==> src/sv/lpg_pkg.sv <==
`default_nettype none
// ----------------------------------------------------------------------------
// Line pixel generator package
// Shared item types, widths and the controller/datapath command and status.
// ----------------------------------------------------------------------------
package lpg_pkg;

	localparam int COORD_W          = 6;
	localparam int COORD_BITS_DEF   = 6;

	typedef struct packed {
		logic [COORD_W-1:0] x_start;
		logic [COORD_W-1:0] y_start;
		logic [COORD_W-1:0] x_end;
		logic [COORD_W-1:0] y_end;
	} seg_item_t;

	typedef struct packed {
		logic [COORD_W-1:0] pixel_x;
		logic [COORD_W-1:0] pixel_y;
		logic               last_pixel;
	} pix_item_t;

	typedef struct packed {
		logic load;
		logic step;
	} lpg_cmd_t;

	typedef struct packed {
		logic zero_len;
		logic last;
	} lpg_sts_t;

endpackage

`default_nettype wire

==> src/sv/line_pixel_generator.sv <==
`default_nettype none
// ----------------------------------------------------------------------------
// Line pixel generator
// Walks a segment with integer Bresenham stepping, one pixel per cycle while
// the output is not stalled. The segment loads into the walk registers, the
// controller enters its run state, and each step registers one pixel; the
// input stalls until the walk ends, and a zero-length segment emits no pixel.
// Reset clears the controller state and the output valid flag.
// ----------------------------------------------------------------------------
module line_pixel_generator
	import lpg_pkg::*;
#(
	parameter int COORD_BITS = COORD_BITS_DEF
) (
	input  wire logic      clk,
	input  wire logic      arst_n,
	input  wire logic      seg_valid,
	output logic           seg_stall,
	input  wire seg_item_t seg,
	output logic           pix_valid,
	input  wire logic      pix_stall,
	output pix_item_t      pix
);

	lpg_cmd_t cmd;
	lpg_sts_t sts;

	lpg_ctrl u_ctrl (
		.clk       (clk),
		.arst_n    (arst_n),
		.seg_valid (seg_valid),
		.seg_stall (seg_stall),
		.pix_valid (pix_valid),
		.pix_stall (pix_stall),
		.cmd       (cmd),
		.sts       (sts)
	);

	lpg_dp #(
		.COORD_BITS (COORD_BITS)
	) u_dp (
		.clk (clk),
		.seg (seg),
		.pix (pix),
		.cmd (cmd),
		.sts (sts)
	);

endmodule

`default_nettype wire

==> src/sv/lpg_ctrl.sv <==
`default_nettype none
// ----------------------------------------------------------------------------
// Line pixel generator controller
// Sequences segment load and pixel stepping, owns the output valid flag.
// ----------------------------------------------------------------------------
module lpg_ctrl
	import lpg_pkg::*;
(
	input  wire logic     clk,
	input  wire logic     arst_n,
	input  wire logic     seg_valid,
	output logic          seg_stall,
	output logic          pix_valid,
	input  wire logic     pix_stall,
	output lpg_cmd_t      cmd,
	input  wire lpg_sts_t sts
);

	localparam logic ST_IDLE = 1'b0;
	localparam logic ST_RUN  = 1'b1;

	logic state_q;
	logic state_d;
	logic pix_valid_q;

	always_comb begin
		cmd.load = (state_q == ST_IDLE) && seg_valid;
		cmd.step = (state_q == ST_RUN) && (!pix_valid_q || !pix_stall);
	end

	always_comb begin
		state_d = state_q;
		case (state_q)
			ST_IDLE: begin
				if (cmd.load && !sts.zero_len) begin
					state_d = ST_RUN;
				end
			end
			ST_RUN: begin
				if (cmd.step && sts.last) begin
					state_d = ST_IDLE;
				end
			end
			default: state_d = ST_IDLE;
		endcase
	end

	always_ff @(posedge clk or negedge arst_n) begin
		if (!arst_n) begin
			state_q     <= ST_IDLE;
			pix_valid_q <= 1'b0;
		end else begin
			state_q <= state_d;
			if (cmd.step) begin
				pix_valid_q <= 1'b1;
			end else if (!pix_stall) begin
				pix_valid_q <= 1'b0;
			end
		end
	end

	assign seg_stall = (state_q != ST_IDLE);
	assign pix_valid = pix_valid_q;

endmodule

`default_nettype wire

==> src/sv/lpg_dp.sv <==
`default_nettype none
// ----------------------------------------------------------------------------
// Line pixel generator datapath
// Holds the Bresenham walk state and the output pixel register.
// ----------------------------------------------------------------------------
module lpg_dp
	import lpg_pkg::*;
#(
	parameter int COORD_BITS = COORD_BITS_DEF
) (
	input  wire logic      clk,
	input  wire seg_item_t seg,
	output pix_item_t      pix,
	input  wire lpg_cmd_t  cmd,
	output lpg_sts_t       sts
);

	localparam int CB = COORD_BITS;
	localparam int EW = COORD_BITS + 3;

	logic [CB-1:0]        x0, y0, x1, y1;
	logic signed [CB:0]   dx, dy;
	logic [CB-1:0]        adx, ady;
	logic                 x_major;
	logic [CB-1:0]        dmaj, dmin;

	logic [CB-1:0]        x_q, y_q, cnt_q, dmaj_q, dmin_q;
	logic                 sx_neg_q, sy_neg_q, x_major_q;
	logic signed [EW-1:0] err_q;
	logic signed [EW-1:0] err_sum, dmin2, dmaj_e, dmaj2;
	logic                 minor_move;
	logic [CB-1:0]        x_inc, y_inc;
	pix_item_t            pix_q;

	always_comb begin
		x0 = seg.x_start[CB-1:0];
		y0 = seg.y_start[CB-1:0];
		x1 = seg.x_end[CB-1:0];
		y1 = seg.y_end[CB-1:0];
		dx = signed'({1'b0, x1}) - signed'({1'b0, x0});
		dy = signed'({1'b0, y1}) - signed'({1'b0, y0});
		adx = dx[CB] ? CB'(-dx) : dx[CB-1:0];
		ady = dy[CB] ? CB'(-dy) : dy[CB-1:0];
		x_major = (adx >= ady);
		dmaj = x_major ? adx : ady;
		dmin = x_major ? ady : adx;
	end

	always_comb begin
		dmin2      = signed'(EW'({dmin_q, 1'b0}));
		dmaj2      = signed'(EW'({dmaj_q, 1'b0}));
		dmaj_e     = signed'(EW'(dmaj_q));
		err_sum    = err_q + dmin2;
		minor_move = (err_sum >= dmaj_e);
		x_inc      = sx_neg_q ? (x_q - CB'(1)) : (x_q + CB'(1));
		y_inc      = sy_neg_q ? (y_q - CB'(1)) : (y_q + CB'(1));
	end

	always_ff @(posedge clk) begin
		if (cmd.load) begin
			x_q       <= x0;
			y_q       <= y0;
			cnt_q     <= '0;
			err_q     <= '0;
			dmaj_q    <= dmaj;
			dmin_q    <= dmin;
			sx_neg_q  <= dx[CB];
			sy_neg_q  <= dy[CB];
			x_major_q <= x_major;
		end else if (cmd.step) begin
			pix_q.pixel_x    <= COORD_W'(x_q);
			pix_q.pixel_y    <= COORD_W'(y_q);
			pix_q.last_pixel <= (cnt_q == dmaj_q);
			cnt_q            <= cnt_q + CB'(1);
			err_q            <= minor_move ? (err_sum - dmaj2) : err_sum;
			if (x_major_q || minor_move) begin
				x_q <= x_inc;
			end
			if (!x_major_q || minor_move) begin
				y_q <= y_inc;
			end
		end
	end

	assign sts.zero_len = (dmaj == '0);
	assign sts.last     = (cnt_q == dmaj_q);
	assign pix          = pix_q;

endmodule

`default_nettype wire
==> config.mk <==
export PLATFORM = sky130hd
export DESIGN_NAME = line_pixel_generator
export DESIGN_NICKNAME = d
export VERILOG_FILES = /design/src/sv/lpg_pkg.sv /design/src/sv/line_pixel_generator.sv /design/src/sv/lpg_ctrl.sv /design/src/sv/lpg_dp.sv
export SDC_FILE = /design/constraint.sdc
export NUM_CORES = 1
export LEC_CHECK = 0
export ABC_CLOCK_PERIOD_IN_PS = 5400
export BUFFER_PORTS_ARGS = -buffer_cell sky130_fd_sc_hd__buf_4
export CAP_MARGIN = 20
export CORE_MARGIN = 4
export CORE_UTILIZATION = 65
export DETAILED_ROUTE_END_ITERATION = 7
export PLACE_DENSITY = 0.95
export SYNTH_ARGS = -nofsm -noshare
export SYNTH_HDL_FRONTEND = slang
export SYNTH_SLANG_ARGS = --single-unit
==> constraint.sdc <==
create_clock -name clk -period 5.4 [get_ports clk]
set_input_delay 1.35 -clock clk [delete_from_list [all_inputs] [get_ports clk]]
set_output_delay 1.35 -clock clk [all_outputs]
set_load 0.05 [all_outputs]
==> run_results.csv <==
group,metric,value,unit
outcome,status,"finished clean",
floorplanning,initial_core_util,0.665,
job,maxCapViolations,0,
routing,wl_met1,3880,um
logic_synthesis,ys_async_sr_fraction,0.0357,
timing,rsz0062_at_grt,"no",
setup_path,critPathLaunchType,"primary input",
place,place_ws,181,ps
routing,route.detailed.wl_per_inst,17.9,um
clocking,postCtsSetupBuffers,0,
cells_and_area,fill_cells,411,
cells_and_area,area_growth,11.8,%
clocking,cts.sinks,56,
timing,slew_violations,0,
routing,wl_met2,5040,um
clocking,clkTransAtPathRegs,110,ps
cells_and_area,instances_no_fill,549,
routing,routed_wirelength,9850,um
grt,grt_start_max_net_pins,29,
timing,max_freq,202,MHz
setup_path,path_class,"in -> reg",
logic_synthesis,synth.distinct_cells,59,
logic_synthesis,syn-cell-area,4200,um2
place,routabilityCongestion,0.905,
logic_synthesis,synth_edf_count,40,
setup_path,endpoint_kind,"flip-flop",
timing,holdWs,478,ps
logic_synthesis,synth_most_common_cell,"inv_1",
pwr,p_leak,2.12,nW
logic_synthesis,synth-seq-cells,56,
logic_synthesis,synth_nets,507,
logic_synthesis,ys.flop_type,"edfxtp_1",
clocking,cts_tree,"yes",
pwr,irDropWorstVdd,0.479,mV
floorplanning,rows,29,
logic_synthesis,ys_seq_area_frac,0.365,
timing,relSlewSlack,0.334,
timing,setup_viol,0,
timing,finalCritPeriodShare,0.916,
pwr,power.density,643,nW/um2
grt,grt_pass1_wl,15800,um
timing,period_needed,4950,ps
routing,remaining_drc_errors,0,
routing,highest_layer,"met4",
grt,groute.usage.overall,0.262,
floorplanning,core_area,6310,um2
floorplanning,fp.dieH,88.4,um
routing,drtPass1Iterations,5,
clocking,cts_buffers,5,
clocking,htree_levels,2,
setup_path,required,5660,ps
setup_path,slowest_delay,510,ps
clocking,root_buffer,"clkbuf_8",
clocking,cts_max_path_buffers,2,
timing,tightest_slew,988,ps
routing,vias,3353,
cells_and_area,antenna_cells,0,
worst_hold_path,holdCritPathClass,"reg -> reg",
setup_path,critPathMaxFanout,8,
routing,wl_met3,662,um
clocking,cts_resized,0,
logic_synthesis,synthTopCellsByCount,"inv_1, ha_1, edfxtp_1",
place,dp_hpwl,7530,um
setup_path,path_cells,"buf_4 -> inv_1 -> ha_1 -> fa_1 -> xor2_1 -> nand3_1 -> or4_1 -> o221ai_2 -> nor3b_2 -> xnor2_2 -> ha_1 -> nand2_1 -> o31ai_2 -> inv_2 -> and3_1 -> a22o_1 -> o2111ai_1 -> a22o_1",
clocking,clk_latency,320,ps
logic_synthesis,yosysTopAreaCell,"edfxtp_1",
clocking,cts_hold_buf,0,
logic_synthesis,syn_inst,427,
floorplanning,pin_count,43,
timing,tns,0,ps
grt,grt_pass1_vias,3314,
logic_synthesis,netlist.area_leader.share,0.286,
routing,antenna_left,0,
cells_and_area,final_nets,551,
timing,layout_setup_ws,455,ps
logic_synthesis,synth_area_per_cell,9.83,um2
timing,finalHoldViolCount,0,
floorplanning,die_w,88.4,um
timing,fin_skew,6.91,ps
setup_path,slowest_stage,"o31ai_2",
grt,globalRouteOverflowTotal,0,
setup_path,worstPathArrival,5200,ps
place,io_buffers,42,
floorplanning,dieArea,7810,um2
logic_synthesis,yosys_warnings,0,
cells_and_area,drive_gt1_frac,0.148,
routing,drtIter0Drc,296,
logic_synthesis,synth_area_leaders,"edfxtp_1, ha_1, dfxtp_1, xnor2_1, inv_1",
place,place_inst,541,
routing,via_per_inst,6.11,
grt,antenna_found_initial,0,
-- power by group --
part           internal (mW)  total [mW]  switching [mW]
Clock                  0.105       0.249           0.144
Combinational          0.773        1.92            1.14
Sequential             0.726       0.850           0.124
Total                   1.60        3.02            1.41
-- critical path, delay by kind of cell --
family	cells	cell delay [ps]
simple gates	5	960
fa+ha+maj	3	920
compound gates	5	1160
buf+inv	3	290
xor+xnor	2	510
-- state kept, by name, summed over array words and instances (netlist names) --
register          flops
u_ctrl.pix_valid      1
u_ctrl.seg_stall      1
u_dp.cnt_q            6
u_dp.dmaj_q           6
u_dp.dmin_q           6
u_dp.err_q            8
u_dp.pix             13
u_dp.sx_neg_q         1
u_dp.sy_neg_q         1
u_dp.x_major_q        1
u_dp.x_q              6
u_dp.y_q              6
-- cell usage in the layout (no fill, tap or decap), types with 13 or more instances in the layout --
| cell | netlist | layout |
|---|---|---|
| nand2_1 | 18 | 18 |
| xor2_1 | 18 | 18 |
| o21ai_0 | 13 | 13 |
| xnor2_1 | 24 | 24 |
| mux2i_1 | 13 | 13 |
| a21oi_1 | 36 | 36 |
| nor2_1 | 32 | 32 |
| edfxtp_1 | 40 | 40 |
| buf_4 | 0 | 46 |
| ha_1 | 46 | 46 |
| dfxtp_1 | 14 | 14 |
| inv_1 | 52 | 52 |
-- kinds of logic after synthesis --
family          count (synthesis)  share of synthesized area
xor+xnor                       44                     0.0954
compound gates                 99                      0.162
fa+ha+maj                      52                      0.166
mux                            14                     0.0337
flops                          56                      0.365
simple gates                  100                      0.120
buf+inv                        62                     0.0575
-- stage by stage --
step	utilization	power [mW]	instance area [um2]
2_1_floorplan	-	2.26	4200
3_3_place_gp	0.728	2.59	4600
3_5_place_dp	0.728	2.71	4600
4_1_cts	0.743	2.99	4690
5_1_grt	0.743	3.23	4690
6_report	0.743	3.02	4690
-- metal layers --
layer | track usage | up-vias
met5 | 0 | -
li1 | - | 1603
met4 | 0.0948 | 0
met2 | 0.466 | 145
met3 | 0.0438 | 31
met1 | 0.320 | 1574
-- area by class of cell --
type,instances,area [um2],area share
inverter,53,199,0.0424
clock buffer,6,82.6,0.0176
clock inverter,2,13.8,0.00293
tap,77,96.3,0.0205
sequential,56,1530,0.326
timing repair buffer,46,345,0.0736
multi-input combinational,309,2420,0.517
-- final timing paths --
| path | depth (start not counted) | slack [ps] | startpoint | endpoint |
|---|---|---|---|---|
| worst max register to register | 12 | 1570 | u_dp.dmin_q[0]$_DFFE_PP_ | u_dp.y_q[3]$_DFFE_PP_ |
| worst min register to register | 0 | 480 | u_dp.x_q[2]$_DFFE_PP_ | u_dp.pix[9]$_DFFE_PP_ |
| worst max-delay path | 18 | 450 | seg[0] | u_ctrl.seg_stall$_DFF_PN0_ |
| max in group asynchronous | 1 | 4500 | arst_n | u_ctrl.pix_valid$_DFFE_PN0P_ |
| min in group asynchronous | 1 | 800 | arst_n | u_ctrl.seg_stall$_DFF_PN0_ |
| worst min-delay path | 0 | 480 | u_dp.x_q[2]$_DFFE_PP_ | u_dp.pix[9]$_DFFE_PP_ |
Note: power is estimated with default switching activity, not from simulation.
